**config.mk**
```make
export PLATFORM = sky130hd
export DESIGN_NAME = tvd_queue
export DESIGN_NICKNAME = d
export VERILOG_FILES = /design/src/design/tvd_pkg.sv /design/src/design/tvd_queue.sv
export SDC_FILE = /design/constraint.sdc
export NUM_CORES = 1
export LEC_CHECK = 0
export BUFFER_PORTS_ARGS = -buffer_cell sky130_fd_sc_hd__buf_2
export CORE_MARGIN = 2
export CORE_UTILIZATION = 44
export DETAILED_ROUTE_END_ITERATION = 10
export GPL_ROUTABILITY_DRIVEN = 0
export MAX_ROUTING_LAYER = met4
export PLACE_DENSITY = 0.67
export SLEW_MARGIN = 15
export SYNTH_ARGS = -nofsm -noshare
export SYNTH_HDL_FRONTEND = slang
export SYNTH_SLANG_ARGS = --single-unit
```
**constraint.sdc**
```tcl
create_clock -name i_clk -period 13.68 [get_ports i_clk]
set_clock_uncertainty 0.1 [all_clocks]
set_input_delay 2.736 -clock i_clk [delete_from_list [all_inputs] [get_ports i_clk]]
set_output_delay 2.736 -clock i_clk [all_outputs]
set_load 0.02 [all_outputs]
```
**src/design/tvd_pkg.sv**
```systemverilog
`timescale 1ns / 1ps
package tvd_pkg;
    localparam int VALUE_W    = 32;
    localparam int DIFF_W     = VALUE_W + 1;
    localparam int SUM_W      = DIFF_W + 1;
    localparam int PROD_W     = 2 * DIFF_W;
    localparam int THETA_W    = 18;
    localparam int THETA_FRAC = 16;
    localparam int TPROD_W    = THETA_W + DIFF_W;
    localparam int SPAN_SH_W  = DIFF_W + THETA_FRAC - 1;
    localparam int EPS_W      = 16;
    localparam int MODE_W     = 3;
    localparam int CFG_IDX_W  = 2;
    localparam int CFG_DATA_W = 18;
    localparam int QUO_W      = 33;
    localparam int PL_W       = SUM_W + DIFF_W;
    localparam int NUM_W      = PL_W + DIFF_W;
    localparam int DEN_W      = PROD_W + 2;
    localparam int REM_W      = NUM_W + 1;
    localparam int MAG_W      = QUO_W + 1;
    localparam int QDEPTH     = 4;
    localparam int QPTR_W     = 2;
    localparam int QCNT_W     = 3;

    localparam logic [MODE_W-1:0] MODE_NONE    = 3'd0;
    localparam logic [MODE_W-1:0] MODE_VANLEER = 3'd1;
    localparam logic [MODE_W-1:0] MODE_MINMOD  = 3'd2;
    localparam logic [MODE_W-1:0] MODE_MC      = 3'd3;
    localparam logic [MODE_W-1:0] MODE_GMINMOD = 3'd4;
    localparam logic [MODE_W-1:0] MODE_ALBADA  = 3'd5;

    localparam logic [CFG_IDX_W-1:0] CFG_MODE  = 2'd0;
    localparam logic [CFG_IDX_W-1:0] CFG_THETA = 2'd1;
    localparam logic [CFG_IDX_W-1:0] CFG_EPS   = 2'd2;

    localparam logic [MODE_W-1:0]  MODE_RESET  = MODE_GMINMOD;
    localparam logic [THETA_W-1:0] THETA_RESET = 18'd98304;
    localparam logic [EPS_W-1:0]   EPS_RESET   = 16'd1;
    localparam logic [THETA_W-1:0] THETA_MC    = 18'd131072;

    typedef enum logic [2:0] {
        K_ZERO,
        K_FLAG,
        K_HALFMIN,
        K_THETA,
        K_VANLEER,
        K_ALBADA
    } t_kind;

    typedef struct packed {
        t_kind               kind;
        logic                neg;
        logic [DIFF_W-1:0]   mag_a;
        logic [DIFF_W-1:0]   mag_b;
        logic [DIFF_W-1:0]   mag_span;
        logic [THETA_W-1:0]  theta;
    } t_job;
endpackage

```
**src/design/tvd_queue.sv**
```systemverilog
`timescale 1ns / 1ps
module tvd_queue (
    input  logic           i_clk,
    input  logic           i_rst_n,
    input  logic           i_valid,
    output logic           o_ready,
    input  tvd_pkg::t_job  i_job,
    output logic           o_valid,
    input  logic           i_pop,
    output tvd_pkg::t_job  o_job
);
    import tvd_pkg::*;

    t_job              r_mem [QDEPTH];
    logic [QPTR_W-1:0] r_wr, r_rd;
    logic [QCNT_W-1:0] r_cnt;
    logic              push, pop;

    assign o_ready = (r_cnt != QCNT_W'(QDEPTH));
    assign o_valid = (r_cnt != '0);
    assign o_job   = r_mem[r_rd];
    assign push    = i_valid && o_ready;
    assign pop     = i_pop && o_valid;

    always_ff @(posedge i_clk) begin
        if (!i_rst_n) begin
            r_wr  <= '0;
            r_rd  <= '0;
            r_cnt <= '0;
        end else begin
            if (push) begin
                r_wr <= r_wr + 1'b1;
            end
            if (pop) begin
                r_rd <= r_rd + 1'b1;
            end
            if (push && !pop) begin
                r_cnt <= r_cnt + 1'b1;
            end else if (pop && !push) begin
                r_cnt <= r_cnt - 1'b1;
            end
        end
    end

    always_ff @(posedge i_clk) begin
        if (push) begin
            r_mem[r_wr] <= i_job;
        end
    end
endmodule

```
# After elaboration in Yosys (flattened, before gate mapping)
# Memories as Yosys holds them, arrays and structs flattened. A register that Yosys moved wholly into a read port is not among the register bits.
# Index checks and enable logic that the tools add are counted.
totals:
  register_bits: 7
  in_bits: 125
  ram_bits: 484
  output_inout_bits: 123
  elab_cells: 23
  memories: 1
op_classes:
  mux: 6
  eq_ne: 1
  n_reduce_logical: 8
  addsub: 4
mem_list:
  columns: ["memory", "depth", "width", "rd", "rd_clocked_by_memory_dff", "write_ports", "line", "text"]
  rows:
  - ["r_mem", 4, 121, 1, 1, 1, "tvd_queue.sv:14", "t_job r_mem [QDEPTH];"]
ops:
  columns: ["op", "n"]
  rows:
  - ["2-to-1 mux 3 bit", 2]
  - ["adder 2 x 1 -> 2 bit (second input constant)", 2]
  - ["logical AND 1 bit", 4]
  - ["2-to-1 mux 2 bit", 2]
  - ["adder 3 x 1 -> 3 bit (second input constant)", 1]
  - ["!= test 3 bit (second input constant)", 1]
  - ["nonzero test 3 bit", 1]
  - ["subtractor 3 x 1 -> 3 bit (second input constant)", 1]
  - ["logical NOT 1 bit", 2]
  - ["2-to-1 mux 1 bit", 2]
  - ["nonzero test 2 bit", 1]

# Logic depth before layout (Yosys ltp)
depth:
  word_depth: 6
  depth_mapped: 8
  ltp_nobuf: 8

# Least setup slack after synthesis
# Ideal clock, no wire load.
synth_timing:
  path_kind: "in2reg"
  startpoint: "input port i_valid"
  endpoint: "memory r_mem[0][0] (netlist bit), enable pin"
  path_stages: 2
  n_path_buf: 0
  arrival_ps: 5841
  setup_time_ps: 494
  slack_ps: 7245
  required_ps: 13086
  path_cell_list: "a21boi_2 and2_1"
synth_between:
  elab_chain_cells: 3
synth_lines:
  columns: ["item", "line", "text"]
  rows:
  - ["start, declared", "tvd_queue.sv:5", "input logic i_valid,"]
  - ["logical AND 1 bit", "tvd_queue.sv:22", "assign push = i_valid && o_ready;"]
  - ["2-to-1 mux 1 bit", "tvd_queue.sv:46", "if (push) begin"]
  - ["2-to-1 mux 1 bit (not written as such)", "tvd_queue.sv:47", "r_mem[r_wr] <= i_job;"]
  - ["end, declared", "tvd_queue.sv:14", null]
# No other way between the ends.

==> results by group <==
Run status
  – Status: finished clean

Setup path
  – Slowest-stage cell, CP: buf_4
  – Crit Path Category: reg -> out
  – Max incr delay on CP: 0.87 ns
  – Startpoint types: flop
  – Worst path required time: 10.84 ns
  – Largest delay contributor family on the critical path: buffers and inverters
  – Worst path arrival time: 3.13 ns
  – Element type at the critical path end: output pin
  – Worst-path cell chain: buf_4 -> mux4_2 -> buf_2
  – CP Buf/Inv Count: 2
  – Crit-path max FO: 49

Placed design
  – Pre-CTS WS: 8.02 ns
  – Port buffer count: 247
  – Cells after DPL: 1,439
  – Placed cell area: 19,700 um2
  – Detailed Place HPWL: 19.8 mm

Final layout
  – Layout cells sized above 1: 45.9%
  – Area grow syn2layout: 18.6%
  – Design area: 21,400 um2
  – Fillers: 3,118
  – Post-route insts no fill: 1,536
  – # nets final: 1,089

STA
  – F_max: 0.168 GHz
  – Final Hold Viols: 0
  – Total negative slack: 0 ns
  – Hold slack: 0.406 ns
  – Setup violators final: 0
  – Final worst slack: 7.72 ns
  – RSZ-0062 raised after global routing: false
  – Relative slew margins: 30.7%
  – Fin. max-slew vios: 0
  – Worst Tran Pin Value: 1.04 ns
  – Final worst-path cycle share: 43.6%
  – Min Tclk post-route: 5.96 ns

Logic synthesis
  – Synth area leader: edfxtp_1
  – Most instantiated cells after synthesis: edfxtp_1 (484), mux4_2 (121), buf_12 (10)
  – Post-synth ARST share: 0%
  – Top-area cell type share of the netlist area: 80.6%
  – Largest cells by area after synthesis: edfxtp_1 (81%), mux4_2 (15%), buf_12 (1.1%)
  – Cell Area, Synth: 18,000 um2
  – Yosys cell types: 25
  – Seq/Total Area, Yosys: 81.6%
  – Mapped Avg Cell Area: 26.5 um2
  – Mux cell area share after synthesis: 15.3%
  – Yosys warns: 0
  – Largest family of logic cells by synthesized area: multiplexers
  – Adder-Cell Fraction of Synth Area: 0.458%
  – Syn Inst Count: 680
  – Post-Synth Simple-Gate Area: 0.507%
  – Synth Area in XOR/XNOR: 0.194%
  – Post-synth EDFFs: 484
  – Top FF cell, synth: edfxtp_1
  – Yosys reg bits: 493
  – Most numerous cell in the Yosys netlist: edfxtp_1
  – Compound-cell area share of the yosys netlist: 0.222%
  – Syn_nets: 811

Clock network
  – CTS tree: built
  – Total CTS buffers: 49
  – CTS resizes: 0
  – Skew-Pair Late Insertion Delay: 0.57 ns
  – Clock root buffer: clkbuf_16
  – Post-CTS Repair Setup Buffers: 0
  – CTS Hold Bufs: 0
  – Clock Tree Buf Depth: 3
  – H-tree depth: 2
  – CTS clk-pin slew, worst paths: 0.06 ns
  – Clock sinks: 493

Pwr
  – Internal Power: 0.00307 W
  – Sw Pwr: 0.00120 W
  – Lkg Pwr: 7.10 nW
  – P per Cell Area: 199 nW/um2
  – Switch share: 28.1%
  – Combinational power share: 23.4%
  – Sequential share of power: 44.8%
  – Peak supply drop: 0.152 mV
  – Power share of the clock group: 31.8%

Floorplan
  – Die Width: 206 um
  – Die Area: 42,600 um2
  – Row count: 74
  – Core area: 40,600 um2
  – Die height: 206 um
  – I/O Pins: 248
  – Starting Density: 44.4%

Detailed routing
  – Final wirelength: 34.1 mm
  – Routed met2 length: 15.8 mm
  – Initial DRC Count: 520
  – Vias per cell: 5.18
  – DR vias: 7,964
  – Avg WL per Cell: 22.2 um
  – Uppermost layer routed: met4
  – DR pass1 iterations: 5
  – Post-route DRC violation count: 0
  – Number of routed nets with antenna violations: 0
  – Met1 WL: 14.5 mm
  – Routed wl met3: 3.09 mm

Global routing
  – Grt ovf: 0
  – Global-route wire length before repair: 50.2 mm
  – Total GRT Usage: 16.4%
  – Vias in the first global route: 8,059
  – Initial antenna violation count: 8
  – Pin count of the biggest net entering global routing: 65

Run
  – Max_cap viols: 0

Hold path
  – Hold Crit Class: reg -> reg
[layout make-up]
cell class	count	area, um2	area share [%]
multi-input cells	156	3010	14.1
inverters	3	11.3	0.0527
flip-flops and latches	493	14700	68.8
clock inverters	30	352	1.64
clock buffers	59	1300	6.10
well taps	532	666	3.11
diodes	8	20.0	0.0936
repair buffers	255	1300	6.06
[sequential cells by signal (all words and copies together), names as in the netlist, named ones only]
| register | cells |
|---|---|
| r_mem | 484 |
| r_cnt | 3 |
| r_rd | 2 |
| r_wr | 2 |
[path summary, 6_finish.rpt]
| path | startpoint | depth (start not counted) | to | slack (ns) |
|---|---|---|---|---|
| worst min register to register | r_wr[1] | 2 | r_wr[1] | 0.41 |
| worst min-delay path | r_wr[1] | 2 | r_wr[1] | 0.41 |
| worst max register to register | r_cnt[0] | 5 | r_mem[2][13] | 10.36 |
| worst max-delay path | flop | 3 | o_job[70] | 7.72 |
[tightest hold or removal path: stages, from the launching register on]
cell and delay, ns:
dfxtp_1 0.34, nand2_1 0.07, mux2i_1 0.06
[per-layer routing]
metal	vias up	GRT usage, %
met1	4142	22.7
met3	49	5.76
met4	0	4.34
met5	-	-
met2	266	23.4
li1	3507	-
[per-stage QoR]
stage,util [%],total power (W)
floorplan,-,0.00269
global placement,48.5,0.00296
detailed placement,48.5,0.00297
CTS,52.6,0.00433
global route,52.6,0.00445
finish,52.6,0.00426
[logic make-up after synthesis]
group | count (synthesis)
compound gates | 5
xor+xnor | 4
fa+ha+maj | 6
buf+inv | 31
flops | 493
mux | 124
simple gates | 17
[power by group through the flow]
stage	Combinational (W)	Clock, W	Sequential [W]
global route	0.00107	0.00145	0.00193
finish	0.000996	0.00136	0.00191
floorplan	0.000785	0	0.00191
detailed placement	0.00102	0	0.00195
global placement	0.00102	0	0.00194
CTS	0.00102	0.00139	0.00192
[cells in the final DEF (no fill, tap or decap), types with 4 or more instances in the layout]
master | netlist | layout
and2_1 | 8 | 4
and2_4 | 0 | 4
buf_2 | 9 | 247
buf_4 | 3 | 8
bufinv_16 | 0 | 7
clkbuf_1 | 2 | 6
clkbuf_16 | 0 | 49
clkbuf_8 | 0 | 4
clkinv_1 | 0 | 9
clkinv_2 | 0 | 7
dfxtp_1 | 9 | 7
diode_2 | 0 | 8
edfxtp_1 | 484 | 484
ha_1 | 5 | 5
mux4_2 | 121 | 121
nand2_1 | 5 | 5
Note: power is estimated with default switching activity, not from simulation.
