File: src/design/tvd_pkg.sv
`timescale 1ns / 1ps
package tvd_pkg;
    localparam int VALUE_W    = 32;
    localparam int DIFF_W     = VALUE_W + 1;
    localparam int SUM_W      = DIFF_W + 1;
    localparam int PROD_W     = 2 * DIFF_W;
    localparam int THETA_W    = 18;
    localparam int THETA_FRAC = 16;
    localparam int TPROD_W    = THETA_W + DIFF_W;
    localparam int SPAN_SH_W  = DIFF_W + THETA_FRAC - 1;
    localparam int EPS_W      = 16;
    localparam int MODE_W     = 3;
    localparam int CFG_IDX_W  = 2;
    localparam int CFG_DATA_W = 18;
    localparam int QUO_W      = 33;
    localparam int PL_W       = SUM_W + DIFF_W;
    localparam int NUM_W      = PL_W + DIFF_W;
    localparam int DEN_W      = PROD_W + 2;
    localparam int REM_W      = NUM_W + 1;
    localparam int MAG_W      = QUO_W + 1;
    localparam int QDEPTH     = 4;
    localparam int QPTR_W     = 2;
    localparam int QCNT_W     = 3;

    localparam logic [MODE_W-1:0] MODE_NONE    = 3'd0;
    localparam logic [MODE_W-1:0] MODE_VANLEER = 3'd1;
    localparam logic [MODE_W-1:0] MODE_MINMOD  = 3'd2;
    localparam logic [MODE_W-1:0] MODE_MC      = 3'd3;
    localparam logic [MODE_W-1:0] MODE_GMINMOD = 3'd4;
    localparam logic [MODE_W-1:0] MODE_ALBADA  = 3'd5;

    localparam logic [CFG_IDX_W-1:0] CFG_MODE  = 2'd0;
    localparam logic [CFG_IDX_W-1:0] CFG_THETA = 2'd1;
    localparam logic [CFG_IDX_W-1:0] CFG_EPS   = 2'd2;

    localparam logic [MODE_W-1:0]  MODE_RESET  = MODE_GMINMOD;
    localparam logic [THETA_W-1:0] THETA_RESET = 18'd98304;
    localparam logic [EPS_W-1:0]   EPS_RESET   = 16'd1;
    localparam logic [THETA_W-1:0] THETA_MC    = 18'd131072;

    typedef enum logic [2:0] {
        K_ZERO,
        K_FLAG,
        K_HALFMIN,
        K_THETA,
        K_VANLEER,
        K_ALBADA
    } t_kind;

    typedef struct packed {
        t_kind               kind;
        logic                neg;
        logic [DIFF_W-1:0]   mag_a;
        logic [DIFF_W-1:0]   mag_b;
        logic [DIFF_W-1:0]   mag_span;
        logic [THETA_W-1:0]  theta;
    } t_job;
endpackage

File: src/design/tvd_front.sv
`timescale 1ns / 1ps
module tvd_front (
    input  logic                           i_clk,
    input  logic                           i_rst_n,
    input  logic                           i_valid,
    output logic                           o_ready,
    input  logic [tvd_pkg::VALUE_W-1:0]    i_left,
    input  logic [tvd_pkg::VALUE_W-1:0]    i_center,
    input  logic [tvd_pkg::VALUE_W-1:0]    i_right,
    input  logic [tvd_pkg::MODE_W-1:0]     i_mode,
    input  logic [tvd_pkg::THETA_W-1:0]    i_theta,
    input  logic [tvd_pkg::EPS_W-1:0]      i_eps,
    output logic                           o_valid,
    input  logic                           i_ready,
    output tvd_pkg::t_job                  o_job
);
    import tvd_pkg::*;

    logic [DIFF_W-1:0] dl, dr, span;
    logic              dl_pos, dl_neg, dr_pos, dr_neg, same, opposite;
    t_job              n_job, r_job;
    logic              r_valid;

    assign dl   = {i_center[VALUE_W-1], i_center} - {i_left[VALUE_W-1], i_left};
    assign dr   = {i_right[VALUE_W-1], i_right} - {i_center[VALUE_W-1], i_center};
    assign span = {i_right[VALUE_W-1], i_right} - {i_left[VALUE_W-1], i_left};

    assign dl_neg   = dl[DIFF_W-1];
    assign dr_neg   = dr[DIFF_W-1];
    assign dl_pos   = !dl_neg && (dl != '0);
    assign dr_pos   = !dr_neg && (dr != '0);
    assign same     = (dl_pos && dr_pos) || (dl_neg && dr_neg);
    assign opposite = (dl_pos && dr_neg) || (dl_neg && dr_pos);

    always_comb begin
        n_job          = '0;
        n_job.kind     = K_ZERO;
        n_job.mag_a    = dl_neg ? -dl : dl;
        n_job.mag_b    = dr_neg ? -dr : dr;
        n_job.mag_span = span[DIFF_W-1] ? -span : span;
        n_job.theta    = (i_mode == MODE_MC) ? THETA_MC : i_theta;
        unique case (i_mode)
            MODE_VANLEER: begin
                if (span == '0) begin
                    n_job.kind = K_FLAG;
                end else if (same) begin
                    n_job.kind = K_VANLEER;
                    n_job.neg  = dl_neg;
                end
            end
            MODE_MINMOD: begin
                if (same) begin
                    n_job.kind = K_HALFMIN;
                    n_job.neg  = dl_neg;
                end
            end
            MODE_MC, MODE_GMINMOD: begin
                if (!opposite) begin
                    n_job.kind = K_THETA;
                    n_job.neg  = span[DIFF_W-1];
                end
            end
            MODE_ALBADA: begin
                if (!opposite) begin
                    // A flat stencil with zero epsilon leaves nothing to divide by.
                    if (dl == '0 && dr == '0 && i_eps == '0) begin
                        n_job.kind = K_FLAG;
                    end else begin
                        n_job.kind = K_ALBADA;
                        n_job.neg  = dl_neg || dr_neg;
                    end
                end
            end
            default: n_job.kind = K_ZERO;
        endcase
    end

    assign o_ready = !r_valid || i_ready;
    assign o_valid = r_valid;
    assign o_job   = r_job;

    always_ff @(posedge i_clk) begin
        if (!i_rst_n) begin
            r_valid <= 1'b0;
        end else if (o_ready) begin
            r_valid <= i_valid;
        end
    end

    always_ff @(posedge i_clk) begin
        if (o_ready && i_valid) begin
            r_job <= n_job;
        end
    end
endmodule

File: config.mk
export PLATFORM = sky130hd
export DESIGN_NAME = tvd_front
export DESIGN_NICKNAME = d
export VERILOG_FILES = /design/src/design/tvd_pkg.sv /design/src/design/tvd_front.sv
export SDC_FILE = /design/constraint.sdc
export NUM_CORES = 1
export LEC_CHECK = 0
export ABC_AREA = 1
export BUFFER_PORTS_ARGS = -buffer_cell sky130_fd_sc_hd__clkbuf_2
export CAP_MARGIN = 20
export CORE_AREA = 5 5 188 190
export CTS_CLUSTER_DIAMETER = 200
export CTS_CLUSTER_SIZE = 24
export DETAILED_ROUTE_END_ITERATION = 16
export DIE_AREA = 0 0 193 195
export GPL_TIMING_DRIVEN = 0
export PLACE_DENSITY = 0.67
export SLEW_MARGIN = 0
export SYNTH_ARGS = -nofsm -noshare
export SYNTH_HDL_FRONTEND = slang
export SYNTH_SLANG_ARGS = --single-unit
File: constraint.sdc
create_clock -name i_clk -period 14.2 [get_ports i_clk]
set_clock_uncertainty 0.2 [all_clocks]
set_input_delay 3.55 -clock i_clk [delete_from_list [all_inputs] [get_ports i_clk]]
set_output_delay 3.55 -clock i_clk [all_outputs]
set_load 0.02 [all_outputs]
## Word level (Yosys, flattened, before mapping)

Cells that the tools add are included.

- Shifts and indexed selects: 0
- Bitwise operators: 0
- $mul: 0
- Reduce and logical (&&, ||, !) cells: 23
- Order comparisons: 0
- Divide/modulo/power cells: 0
- Equal/unequal tests: 5
- Multiplexer cells: 13
- Add/subtract/negate cells: 6

Operator list:

| cell | number |
|---|---|
| 33-bit zero test | 3 |
| 33-bit negation | 3 |
| 32-bit by 32-bit subtractor with 33-bit output | 3 |
| 32-bit two-way mux | 3 |
| 33-bit nonzero test | 2 |
| 16-bit zero test | 1 |
| 3-bit two-way mux | 4 |
| 3-bit one-hot mux with 4 select lines | 1 |
| 1-bit logical AND | 9 |
| 4-bit two-way mux | 2 |
| 3-bit by 2-bit == test with 1-bit output (second input constant) | 2 |
| 3-bit == test (second input constant) | 2 |
| 1-bit logical OR | 4 |
| 1-bit one-hot mux with 4 select lines | 1 |
| 3-bit by 1-bit == test with 1-bit output (second input constant) | 1 |
| 1-bit zero test | 3 |
| 1-bit two-way mux | 2 |
| 2-bit OR reduction | 1 |

- Latch bits: 0
- Flip-flop bits (word level): 122
- Memories kept: 0
- Bits in read-only memories: 0
- Output and inout bits: 123
- Logic and storage cells: 57
- RAM bits: 0
- Input bits: 137

## Depth between registers and ports, before layout

Gate-level depths: netlist of the first run.

- Depth in word-level cells: 8
- Depth in mapped cells: 27
- Depth with buffers taken out: 27

## Least setup slack after synthesis of the first run

OpenSTA, ideal clock, no wires.

- Path type: input to register
- Start point: input i_valid
- End point: register r_job, in the netlist o_job[0] (enable)
- Cell stages on the path: 2
- Library setup time: 0.641 ns
- Data arrival time: 9.417 ns
- Slack: 3.942 ns
- Data required time: 13.359 ns
- Cells stage by stage: inv_1 -> a21oi_1

- Word-level cells in the longest chain between the ends: 1

RTL lines:

| item | line | text |
|---|---|---|
| start: declaration | tvd_front.sv:5 | `input logic i_valid,` |
| 1-bit logical AND | tvd_front.sv:91 | `if (o_ready && i_valid) begin` |
| end signal: assignment | tvd_front.sv:92 | `r_job <= n_job;` |
| end: declaration | tvd_front.sv:21 | `t_job n_job, r_job;` |

Every way passes these cells.
A chain may end at the register's enable or synchronous reset.

## Worst setup path in the final report of the first run

- Start point: input i_ready
- End point: output o_ready

- Word-level cells in the longest chain between the ends: 1

RTL lines:

| item | line | text |
|---|---|---|
| start: declaration | tvd_front.sv:14 | `input logic i_ready,` |
| 1-bit logical OR | tvd_front.sv:78 | `assign o_ready = !r_valid \|\| i_ready;` |
| end: declaration | tvd_front.sv:6 | `output logic o_ready,` |

Every way passes these cells.

==> run metrics, run 1 <==
area of the core=between 0.03 and 0.04 sq mm; startpoint of the lowest-slack hold path=o_valid; post-layout min period=about 7700 ps; Area Growth Syn to Fin=16.8%; logic depth of the worst register-to-register path=3; worst flop-to-flop path endpoint=o_job[74]; run status=finished clean; routability cong.=roughly 1; Post-synth EDFFs=about 120; total leakage power=around 9.9 nW; post-detailed-placement half-perimeter wirelength=about 49 mm; combinational family with the most area after synthesis=simple AND/OR/NAND/NOR gates; synthesized area=0.0148 sq mm; hold worst-path end=o_valid; final max-slew violation count=0; io pins=260; power consumption=0.00175 W; Post-CTS Hold Fix Bufs=0; most used standard cells in the synthesized netlist=sky130_fd_sc_hd__nand2_1 (949), sky130_fd_sc_hd__inv_1 (492), sky130_fd_sc_hd__nor2_1 (280); DR WL/cell=between 15 and 20 um; via count=between 15000 and 20000; max frequency=129 MHz; hold-critical path depth=2; die width=approximately 190 um; Die Area=0.0376 sq mm; DRC violation total after the first TritonRoute iteration=roughly 1000; Port Buffers=259; adder-cell share of the synthesized area=0.0938; TritonCTS Sinks=between 100 and 150; post-synthesis simple-gate area fraction=0.432; clock network latency to the later pin of the worst-skew pair=around 450 ps; mux share of post-synthesis cell area=0; syn_area_per_cell=5.95 sq um; post-synth top area share=0.246; clock tree from TritonCTS=built; via count of the first global-routing pass=15400; critical path data required time=around 10000 ps; post-synthesis share of cell area spent on xor and xnor gates=0.0479; # resized after CTS=0; final number of setup-violating endpoints=0; Clock transition at path regs=about 60 ps; crit path capture type=primary output; Reg area=approximately 0.0037 sq mm; worst hold margin=around 380 ps; Die Y=195 um; footprint of the multi-input gates=around 0.0091 sq mm; cell type with the largest total area after synthesis=sky130_fd_sc_hd__edfxtp_1; largest driver fanout on the critical path=2; synthesis warning total=0; global-route wire length before repair=83.2 mm; worst-margin pin slew=1010 ps; net count after synthesis=around 2700; residual overflow from global routing=0; number of buffers added for setup after CTS=0; Fillers=~3500; deepest level of the CTS H-tree=4; worst reg2reg path startpoint=o_valid; unrepaired setup endpoints after global routing=no; maximum number of pins on one net before global-route repair=34; Root Buffer=sky130_fd_sc_hd__clkbuf_16; count leader, synth=sky130_fd_sc_hd__nand2_1; first-pass iteration count of the detailed router=5; vias per cell=about 5.0; fin crit share=0.544; Max clock buf depth=2; biggest area contributors in the synthesized netlist=sky130_fd_sc_hd__edfxtp_1 (25%), sky130_fd_sc_hd__nand2_1 (24%), sky130_fd_sc_hd__inv_1 (13%), sky130_fd_sc_hd__ha_1 (9.0%), sky130_fd_sc_hd__nor2_1 (7.1%); distinct cell type count after synthesis=41; Mapped Cells=2481; number of cell rows=67; worst supply voltage drop on vdd=around 0.09 mV; number of antenna violations at the first check in global routing=1; post-synthesis sequential area ratio=0.247; endpoints failing hold=0; share of layout cells above drive strength 1=0.133; Routed Antenna Nets=0; aggregate global-route resource usage=0.289; Max Cap Violations=0; max_slew headroom=0.324; DRC violation count after routing=0; power density relative to cell area=a little over 100 mW/mm^2; fraction of the mapped netlist area in compound gates=0.0440; aggregate negative setup slack=0 ps; final net count=between 3000 and 4000; worst hold path class=reg -> reg; critical path startpoint category=primary input; initial core utilization=0.444; register bit count reported by yosys=approximately 120; Synth Flop Type=sky130_fd_sc_hd__edfxtp_1; proportion of synthesized flip-flops having asynchronous set or reset=0; Worst R2R Setup Slack=11960 ps; TritonCTS buffer count=17; arrival time reported for the critical path endpoint=around 4000 ps; start-to-end type of the worst setup path=in -> out; total detailed-routing wirelength=approximately 56 mm
## metal layers
metal / up-vias / global-route usage / part of all wire
met5: - / 0 / 0
met4: 0 / 0.109 / 0.035
met3: 92 / 0.0466 / 0.065
met2: 533 / 0.502 / 0.47
met1: 7353 / 0.357 / 0.43
li1: 8229 / - / -
## worst max-delay path, stage by stage
cell and delay, ps:
sky130_fd_sc_hd__clkbuf_2 80, sky130_fd_sc_hd__inv_1 100, sky130_fd_sc_hd__nand2_1 80, sky130_fd_sc_hd__clkbuf_2 160
## report_power, final
| group | internal [W] | switching, W |
|---|---|---|
| clock network | 0.000240 | 0.000186 |
| registers | 0.000488 | 0.0000163 |
| logic | 0.000254 | 0.000566 |
## stage by stage
stage               instance area [sq um]  setup WS, ps   util  std cells
floorplan                           14800          3940      -       2481
global placement                    16600          1770  0.500       3188
detailed placement                  16700          6350  0.502       3192
CTS                                 17300          6470  0.519       3224
global route                        17300          6440  0.519       3224
finish                              17300          6480  0.519       3225
## state kept, by name, indices dropped and copies added (netlist names)
signal / count
o_valid: 1
o_job: 121
## layout make-up
type                       count  share of cell area
timing repair buffer         263              0.0789
buffer                        12             0.00428
tap                          448              0.0325
clock inverter                15             0.00732
inverter                     511               0.111
antenna                        1            0.000145
multi-input combinational   1836               0.529
sequential                   122               0.212
clock buffer                  17              0.0246
## worst max path at each step
stage                          start          to  slack (ps)  cells after the start
final                        i_ready     o_ready        6480                      4
after global routing         i_ready     o_ready        6440                      4
after CTS                    i_ready     o_ready        6470                      4
after detailed placement  i_right[0]  o_job[117]        6350                     27
after global placement       i_valid   o_job[20]        1770                      3
after floorplan              i_valid    o_job[0]        3940                      2
## cells by family after synthesis
kind of cell,Yosys count
AO/OA/AOI/OAI,115
XOR/XNOR,76
adder cells (fa/ha/maj),109
buffers and inverters,523
flip-flops,122
AND/OR/NAND/NOR,1536
## layout by cell type, fill, tap and decap left out, types with 3 or more instances in the layout
cell / count
sky130_fd_sc_hd__o21bai_1: 5
sky130_fd_sc_hd__clkinvlp_4: 3
sky130_fd_sc_hd__nor2_2: 9
sky130_fd_sc_hd__nand3_2: 3
sky130_fd_sc_hd__nor3_1: 16
sky130_fd_sc_hd__ha_1: 106
sky130_fd_sc_hd__o21ai_1: 6
sky130_fd_sc_hd__buf_2: 6
sky130_fd_sc_hd__nand2_1: 949
sky130_fd_sc_hd__nor3_2: 5
sky130_fd_sc_hd__fa_1: 3
sky130_fd_sc_hd__inv_1: 492
sky130_fd_sc_hd__inv_2: 17
sky130_fd_sc_hd__nor4_1: 5
sky130_fd_sc_hd__a31oi_1: 5
sky130_fd_sc_hd__xor2_1: 53
sky130_fd_sc_hd__nor2_4: 3
sky130_fd_sc_hd__nand3_1: 171
sky130_fd_sc_hd__nand3b_1: 32
sky130_fd_sc_hd__clkinv_1: 4
sky130_fd_sc_hd__buf_12: 3
sky130_fd_sc_hd__a21oi_1: 60
sky130_fd_sc_hd__o21ai_0: 22
sky130_fd_sc_hd__clkbuf_16: 17
sky130_fd_sc_hd__a21o_1: 6
sky130_fd_sc_hd__clkbuf_2: 259
sky130_fd_sc_hd__nand4_1: 43
sky130_fd_sc_hd__buf_4: 6
sky130_fd_sc_hd__edfxtp_1: 121
sky130_fd_sc_hd__xnor2_1: 19
sky130_fd_sc_hd__nor2_1: 280
sky130_fd_sc_hd__xor2_2: 3
sky130_fd_sc_hd__nand2_2: 17
sky130_fd_sc_hd__clkinv_2: 4
(Power assumes the default switching activity.)
==> run 2, diff against run 1 <==
Settings changed: ABC_AREA 1 to 0, CORE_AREA 5 5 188 190 to 5 5 172 174, DIE_AREA 0 0 193 195 to 0 0 177 179, PLACE_DENSITY 0.67 to 0.71.
Clock period 14.2 ns to 6.65 ns, I/O delays scaled along.
==> run 2 against run 1 <==
  * Critical path depth rose by 15
  * Cell area fell by 15%
  * Synthesized area fell by 17%
  * First-iteration DRC count fell by 14%
  * Clock-buffer cell count did not move
  * Global-route usage fell by 4.5 points
  * Utilization rose by 1.5 points
  * Routed wire length fell by 29%
  * Sequential share of layout area rose by 3.6 points
  * Register-to-register slack got worse by 7300 ps
  * Flip-flop and latch count did not move
  * Largest cell class unchanged
==> run metrics, run 2 <==
critical path data required time=6610 ps (was 10450 ps); most used standard cells in the synthesized netlist=sky130_fd_sc_hd__edfxtp_1 (121), sky130_fd_sc_hd__nand2_1 (117), sky130_fd_sc_hd__a21oi_1 (114) (was sky130_fd_sc_hd__nand2_1 (949), sky130_fd_sc_hd__inv_1 (492), sky130_fd_sc_hd__nor2_1 (280)); Worst R2R Setup Slack=4640 ps (was 11960 ps); Synth Flop Type=sky130_fd_sc_hd__edfxtp_1 (unchanged); critical path startpoint category=primary input (unchanged); share of layout cells above drive strength 1=0.204 (was 0.133); syn_area_per_cell=8.63 sq um (was 5.95 sq um); area of the core=0.0276 sq mm (was 0.0333 sq mm); synthesized area=0.0123 sq mm (was 0.0148 sq mm); commonest cells after routing, fill and taps aside=sky130_fd_sc_hd__clkbuf_2 (259), sky130_fd_sc_hd__edfxtp_1 (121), sky130_fd_sc_hd__nand2_1 (117), sky130_fd_sc_hd__a21oi_1 (114), sky130_fd_sc_hd__nor2_1 (113) (was sky130_fd_sc_hd__nand2_1 (949), sky130_fd_sc_hd__inv_1 (492), sky130_fd_sc_hd__nor2_1 (280), sky130_fd_sc_hd__clkbuf_2 (259), sky130_fd_sc_hd__nand3_1 (171)); most frequent standard cell in the layout excluding fill and tap cells=sky130_fd_sc_hd__clkbuf_2 (was sky130_fd_sc_hd__nand2_1); register bit count reported by yosys=122 (unchanged); routability cong.=0.910 (was 0.980); number of buffers added for setup after CTS=0 (unchanged); family with the most delay on the worst path=compound AO/OA/AOI/OAI gates (was buffers and inverters); DRC violation total after the first TritonRoute iteration=905 (was 1049); number of antenna violations at the first check in global routing=5 (was 1); aggregate negative setup slack=0 ps (unchanged); final cell count without fillers=2093 (was 3225); die width=177 um (was 193 um); fin crit share=0.970; post-detailed-placement half-perimeter wirelength=32.4 mm (was 48.7 mm); via count of the first global-routing pass=11300 (was 15400); residual overflow from global routing=0 (unchanged); critical path buffer and inverter count=4 (was 3); global-route wire length before repair=60.7 mm (was 83.2 mm); library cell contributing the largest single delay on the critical path=sky130_fd_sc_hd__o41ai_1 (was sky130_fd_sc_hd__clkbuf_2); endpoints failing hold=0 (unchanged); final max-slew violation count=0 (unchanged); net count after synthesis=1670 (was 2727); worst hold path class=reg -> reg (unchanged); worst-margin pin slew=809 ps (was 1010 ps); Mapped Cells=1424 (was 2481); flip-flop count of the largest register, all copies and words added=121 (unchanged); clock network latency to the later pin of the worst-skew pair=430 ps (was 450 ps); TritonCTS Sinks=122 (unchanged); cell type with the largest total area after synthesis=sky130_fd_sc_hd__edfxtp_1 (unchanged); adder-cell share of the synthesized area=0.113 (was 0.0938); worst supply voltage drop on vdd=0.148 mV (was 0.0899 mV); max_slew headroom=0.452 (was 0.324); Clock transition at path regs=60 ps (about the same); startpoint of the lowest-slack hold path=o_valid (unchanged); DR WL/cell=18.9 um (was 17.3 um); proportion of synthesized flip-flops having asynchronous set or reset=0 (unchanged); Post-synth EDFFs=121 (unchanged); number of cell rows=61 (was 67); antenna fix cells=0 (was 1); Routed Antenna Nets=0 (unchanged); Slowest Stage Delay on Critical Path=560 ps (was 160 ps); synthesis warning total=0 (unchanged); combinational family with the most area after synthesis=compound AO/OA/AOI/OAI gates (was simple AND/OR/NAND/NOR gates); aggregate global-route resource usage=0.243 (was 0.289); biggest area contributors in the synthesized netlist=sky130_fd_sc_hd__edfxtp_1 (30%), sky130_fd_sc_hd__ha_1 (11%), sky130_fd_sc_hd__xnor2_1 (6.5%), sky130_fd_sc_hd__xor2_1 (5.0%), sky130_fd_sc_hd__a21oi_1 (4.6%) (was sky130_fd_sc_hd__edfxtp_1 (25%), sky130_fd_sc_hd__nand2_1 (24%), sky130_fd_sc_hd__inv_1 (13%), sky130_fd_sc_hd__ha_1 (9.0%), sky130_fd_sc_hd__nor2_1 (7.1%)); fraction of the mapped netlist area in compound gates=0.231 (was 0.0440); power consumption=0.00358 W (was 0.00175 W); series of cell instances along the critical path=clkbuf_2 -> inv_1 -> ha_1 -> fa_1 -> nand2b_1 -> a211o_1 -> a21o_1 -> a21o_1 -> o41ai_1 -> nor4b_1 -> o31a_1 -> buf_2 -> buf_2 -> ha_1 -> nand3_1 -> o2111ai_1 -> a211oi_1 -> a31oi_1 -> o211ai_1 (was clkbuf_2 -> inv_1 -> nand2_1 -> clkbuf_2); post-synthesis sequential area ratio=0.297 (was 0.247); Area Growth Syn to Fin=19.8% (was 16.8%); utilization after layout=0.533 (was 0.519); vias per cell=5.74 (was 5.03); deepest level of the CTS H-tree=4 (unchanged); via count=12000 (was 16200); post-synthesis share of cell area spent on xor and xnor gates=0.115 (was 0.0479); clock tree from TritonCTS=built (unchanged); start-to-end type of the worst setup path=in -> reg (was in -> out); total detailed-routing wirelength=39.6 mm (was 55.7 mm); TritonCTS buffer count=17 (unchanged); arrival time reported for the critical path endpoint=6410 ps (was 3970 ps); total leakage power=6.43 nW (was 9.95 nW); post-synthesis simple-gate area fraction=0.191 (was 0.432); worst reg2reg path startpoint=o_valid (unchanged); post-synth top area share=0.296 (was 0.246); Max Cap Violations=0 (unchanged); crit path capture type=flip-flop (was primary output); largest driver fanout on the critical path=11 (was 2); Root Buffer=sky130_fd_sc_hd__clkbuf_16 (unchanged); maximum number of pins on one net before global-route repair=75 (was 34); Fillers=2612 (was 3529); first-pass iteration count of the detailed router=5 (unchanged); power density relative to cell area=243 mW/mm^2 (was 101 mW/mm^2); final number of setup-violating endpoints=0 (unchanged); count leader, synth=sky130_fd_sc_hd__edfxtp_1 (was sky130_fd_sc_hd__nand2_1); unrepaired setup endpoints after global routing=no (unchanged); mux share of post-synthesis cell area=0.00499 (was 0); worst setup path start=i_center[0] (was i_ready); Port Buffers=258 (was 259); post-layout min period=roughly 6500 ps; Die Area=0.0317 sq mm (was 0.0376 sq mm); max frequency=155 MHz; distinct cell type count after synthesis=96 (was 41); run status=finished clean (unchanged); DRC violation count after routing=0 (unchanged); io pins=260 (unchanged); initial core utilization=0.445 (was 0.444); final net count=1948 (was 3009); Max clock buf depth=2 (unchanged); cell count after placement=2061 (was 3192); Die Y=179 um (was 195 um)
## run 2: worst min-delay path: cells and delay by family (launching register included)
family	cells	cell delay, ps
AO/OA/AOI/OAI	1	90
flip-flops	1	310
AND/OR/NAND/NOR	1	100
## run 2: timing repair
item | CTS | global route
hold endpoints to repair | 0 | 0
gates resized for setup | 0 | 1
hold buffers | 0 | 0
endpoints found under the setup margin | 0 | 1
## run 2: cells by family (layout without fill, tap and decap cells)
logic type      after synthesis  in the layout
compound gates              421            421
xor+xnor                    161            161
fa+ha+maj                   109            109
buf+inv                     150            441
flops                       122            122
mux                           6              6
simple gates                455            455
## run 2: metal layers
metal,wire [um],up-vias,track usage
met5,65,-,0
met4,737,10,0.0587
met3,2880,63,0.0462
met2,18500,443,0.410
met1,17400,5671,0.324
li1,-,5826,-
## run 2: area by class of cell
type                       instances  area [sq um]  area share
multi-input combinational       1152          8060       0.547
sequential                       122          3650       0.248
timing repair buffer             259          1320      0.0895
tap                              378           473      0.0321
clock buffer                      17           425      0.0289
inverter                         100           375      0.0255
buffer                            50           219      0.0149
clock inverter                    15           211      0.0144
## run 2: final timing paths
| kind | endpoint | cells past startpoint |
|---|---|---|
| worst max-delay path | o_job[117] | 19 |
| worst min-delay path | o_valid | 2 |
| worst max register to register | o_job[94] | 3 |
| worst min register to register | o_valid | 2 |
## run 2: stage by stage
step | hold slack, ps | worst slack [ps] | area, sq um
finish | 339 | 199 | 14700
global route | 385 | 42.7 | 14700
floorplan | 550 | 782 | 12300
CTS | 338 | 333 | 14700
global placement | 305 | -26.0 | 14100
detailed placement | 327 | -93.1 | 14100
## run 2: where the power goes
group	total, W	leakage (nW)	switching [W]	internal [W]
logic	0.00147	4.94	0.000939	0.000529
clock network	0.00104	0.309	0.000404	0.000635
registers	0.00108	1.18	0.0000363	0.00104
total	0.00358	6.43	0.00138	0.00220
==> run 3, diff against run 2 <==
Settings changed: GPL_TIMING_DRIVEN 0 to default, HOLD_SLACK_MARGIN from default to 0.15.
==> run 3 against run 2 <==
  * Sequential power about the same
  * Sequential share of layout area rose by 0.36 points
  * Setup slack better by 280 ps
  * Clock power fell by 7%
  * Clock-buffer cell count unchanged
  * Critical endpoint unchanged
  * Critical path depth did not move
  * Combinational power hardly changed
  * Via count is 1.7% lower
==> run metrics, run 3 (synthesis results as in run 2) <==
clock tree from TritonCTS=built (unchanged); Clock transition at path regs=70 ps (was 60 ps); deepest level of the CTS H-tree=4 (unchanged); via count of the first global-routing pass=11300 (about the same); aggregate global-route resource usage=0.237 (was 0.243); final number of setup-violating endpoints=0 (unchanged); Max clock buf depth=2 (unchanged); Area Growth Syn to Fin=18.1% (was 19.8%); aggregate negative setup slack=0 ps (unchanged); share of layout cells above drive strength 1=0.206 (was 0.204); Fillers=2690 (was 2612); footprint of the multi-input gates=0.00805 sq mm (was 0.00806 sq mm); utilization after layout=0.526 (was 0.533); endpoints failing hold=0 (unchanged); Port Buffers=259 (was 258); Routed Antenna Nets=0 (unchanged); fin crit share=0.928 (was 0.970); Max Cap Violations=0 (unchanged); clock network latency to the later pin of the worst-skew pair=430 ps (about the same); post-layout min period=6170 ps (was 6450 ps); # resized after CTS=0 (unchanged); number of cell rows=61 (unchanged); final net count=1909 (was 1948); post-detailed-placement half-perimeter wirelength=32.0 mm (was 32.4 mm); DR WL/cell=18.9 um (about the same); number of antenna violations at the first check in global routing=5 (unchanged); power density relative to cell area=241 mW/mm^2 (was 243 mW/mm^2); worst-margin pin slew=835 ps (was 809 ps); Die Area=0.0317 sq mm (unchanged); total leakage power=6.34 nW (was 6.43 nW); initial core utilization=0.445 (unchanged); max_slew headroom=0.434 (was 0.452); TritonCTS buffer count=17 (unchanged); crit path capture type=flip-flop (unchanged); maximum number of pins on one net before global-route repair=64 (was 75); commonest cells after routing, fill and taps aside=sky130_fd_sc_hd__clkbuf_2 (259), sky130_fd_sc_hd__edfxtp_1 (121), sky130_fd_sc_hd__nand2_1 (117), sky130_fd_sc_hd__a21oi_1 (114), sky130_fd_sc_hd__nor2_1 (113) (unchanged); max frequency=162 MHz (was 155 MHz); io pins=260 (unchanged); routability cong.=0.909 (was 0.910); Placement Setup Slack=105 ps (was -93.1 ps); worst supply voltage drop on vdd=0.140 mV (was 0.148 mV); run status=finished clean (unchanged); unrepaired setup endpoints after global routing=no (unchanged); DRC violation count after routing=0 (unchanged); first-pass iteration count of the detailed router=6 (was 5); area of the core=0.0276 sq mm (unchanged); vias per cell=5.75 (was 5.74); DRC violation total after the first TritonRoute iteration=869 (was 905); Post-CTS Hold Fix Bufs=0 (unchanged); critical path startpoint category=primary input (unchanged); die width=177 um (unchanged); flip-flop count of the largest register, all copies and words added=121 (unchanged); Reg area=0.00365 sq mm (unchanged); global-route wire length before repair=59.4 mm (was 60.7 mm); final max-slew violation count=0 (unchanged); Root Buffer=sky130_fd_sc_hd__clkbuf_16 (unchanged); most frequent standard cell in the layout excluding fill and tap cells=sky130_fd_sc_hd__clkbuf_2 (unchanged); Die Y=179 um (unchanged); TritonCTS Sinks=122 (unchanged); via count=11800 (was 12000); number of buffers added for setup after CTS=0 (unchanged); worst-case setup margin in the final layout=476 ps (was 199 ps); critical path data required time=6620 ps (was 6610 ps); residual overflow from global routing=0 (unchanged); total detailed-routing wirelength=38.8 mm (was 39.6 mm); worst hold path class=reg -> reg (unchanged); arrival time reported for the critical path endpoint=6140 ps (was 6410 ps); worst hold margin=343 ps (was 339 ps); power consumption=0.00349 W (was 0.00358 W); start-to-end type of the worst setup path=in -> reg (unchanged); largest driver fanout on the critical path=5 (was 11)
==> run 3: cell count changes in the layout (fill, tap and decap cells not counted), sizes merged <==
| cell | before | now |
|---|---|---|
| clkinv | 6 | 7 |
| buf | 15 | 11 |
| clkinvlp | 1 | 2 |
| bufinv | 4 | 2 |
| clkbuf | 311 | 276 |
| diode | 0 | 1 |
==> run 3: through the flow <==
step	cell area [sq um]	std cells
finish	14500	2055
global route	14500	2055
CTS	14500	2054
detailed placement	13900	2022
global placement	13900	2022
floorplan	12300	1424
==> run 3: final cells by class <==
| cell class | count | share of cell area |
|---|---|---|
| antenna | 1 | 0.000172 |
| clock buffer | 17 | 0.0293 |
| clock inverter | 15 | 0.0114 |
| inverter | 100 | 0.0258 |
| multi-input combinational | 1152 | 0.554 |
| sequential | 122 | 0.252 |
| tap | 378 | 0.0326 |
| timing repair buffer | 270 | 0.0950 |
==> run 3: power by group <==
group	switching, W	internal, W	total (W)
combinational	0.000919	0.000530	0.00145
sequential	0.0000376	0.00104	0.00108
clock	0.000408	0.000559	0.000967
==> run 3: metal layers <==
metal / up-vias / track usage / share of wire
met2: 496 / 0.404 / 0.46
met5: - / 0 / 0.0015
met4: 8 / 0.0793 / 0.030
met3: 69 / 0.0474 / 0.072
li1: 5746 / - / -
met1: 5490 / 0.303 / 0.43
==> run 3: worst paths after layout <==
path	startpoint	endpoint	slack (ps)	depth (start not counted)
setup reg to reg	o_valid	o_job[91]	4650	3
hold reg to reg	o_valid	o_valid	340	2
hold / removal	o_valid	o_valid	340	2
setup / recovery	i_center[0]	o_job[117]	480	19
==> run 3: worst max-delay path, cell delays in order <==
cell and delay, ps:
sky130_fd_sc_hd__clkbuf_2 110, sky130_fd_sc_hd__inv_1 60, sky130_fd_sc_hd__ha_1 190, sky130_fd_sc_hd__fa_1 410, sky130_fd_sc_hd__nand2b_1 210, sky130_fd_sc_hd__a211o_1 350, sky130_fd_sc_hd__a21o_1 240, sky130_fd_sc_hd__a21o_1 220
sky130_fd_sc_hd__o41ai_1 580, sky130_fd_sc_hd__xnor2_1 230, sky130_fd_sc_hd__nand4b_1 290, sky130_fd_sc_hd__nor4b_4 370, sky130_fd_sc_hd__and4b_1 240, sky130_fd_sc_hd__ha_1 200, sky130_fd_sc_hd__nand3_1 100, sky130_fd_sc_hd__o2111ai_1 300
sky130_fd_sc_hd__a211oi_1 100, sky130_fd_sc_hd__a31oi_1 170, sky130_fd_sc_hd__o211ai_1 110
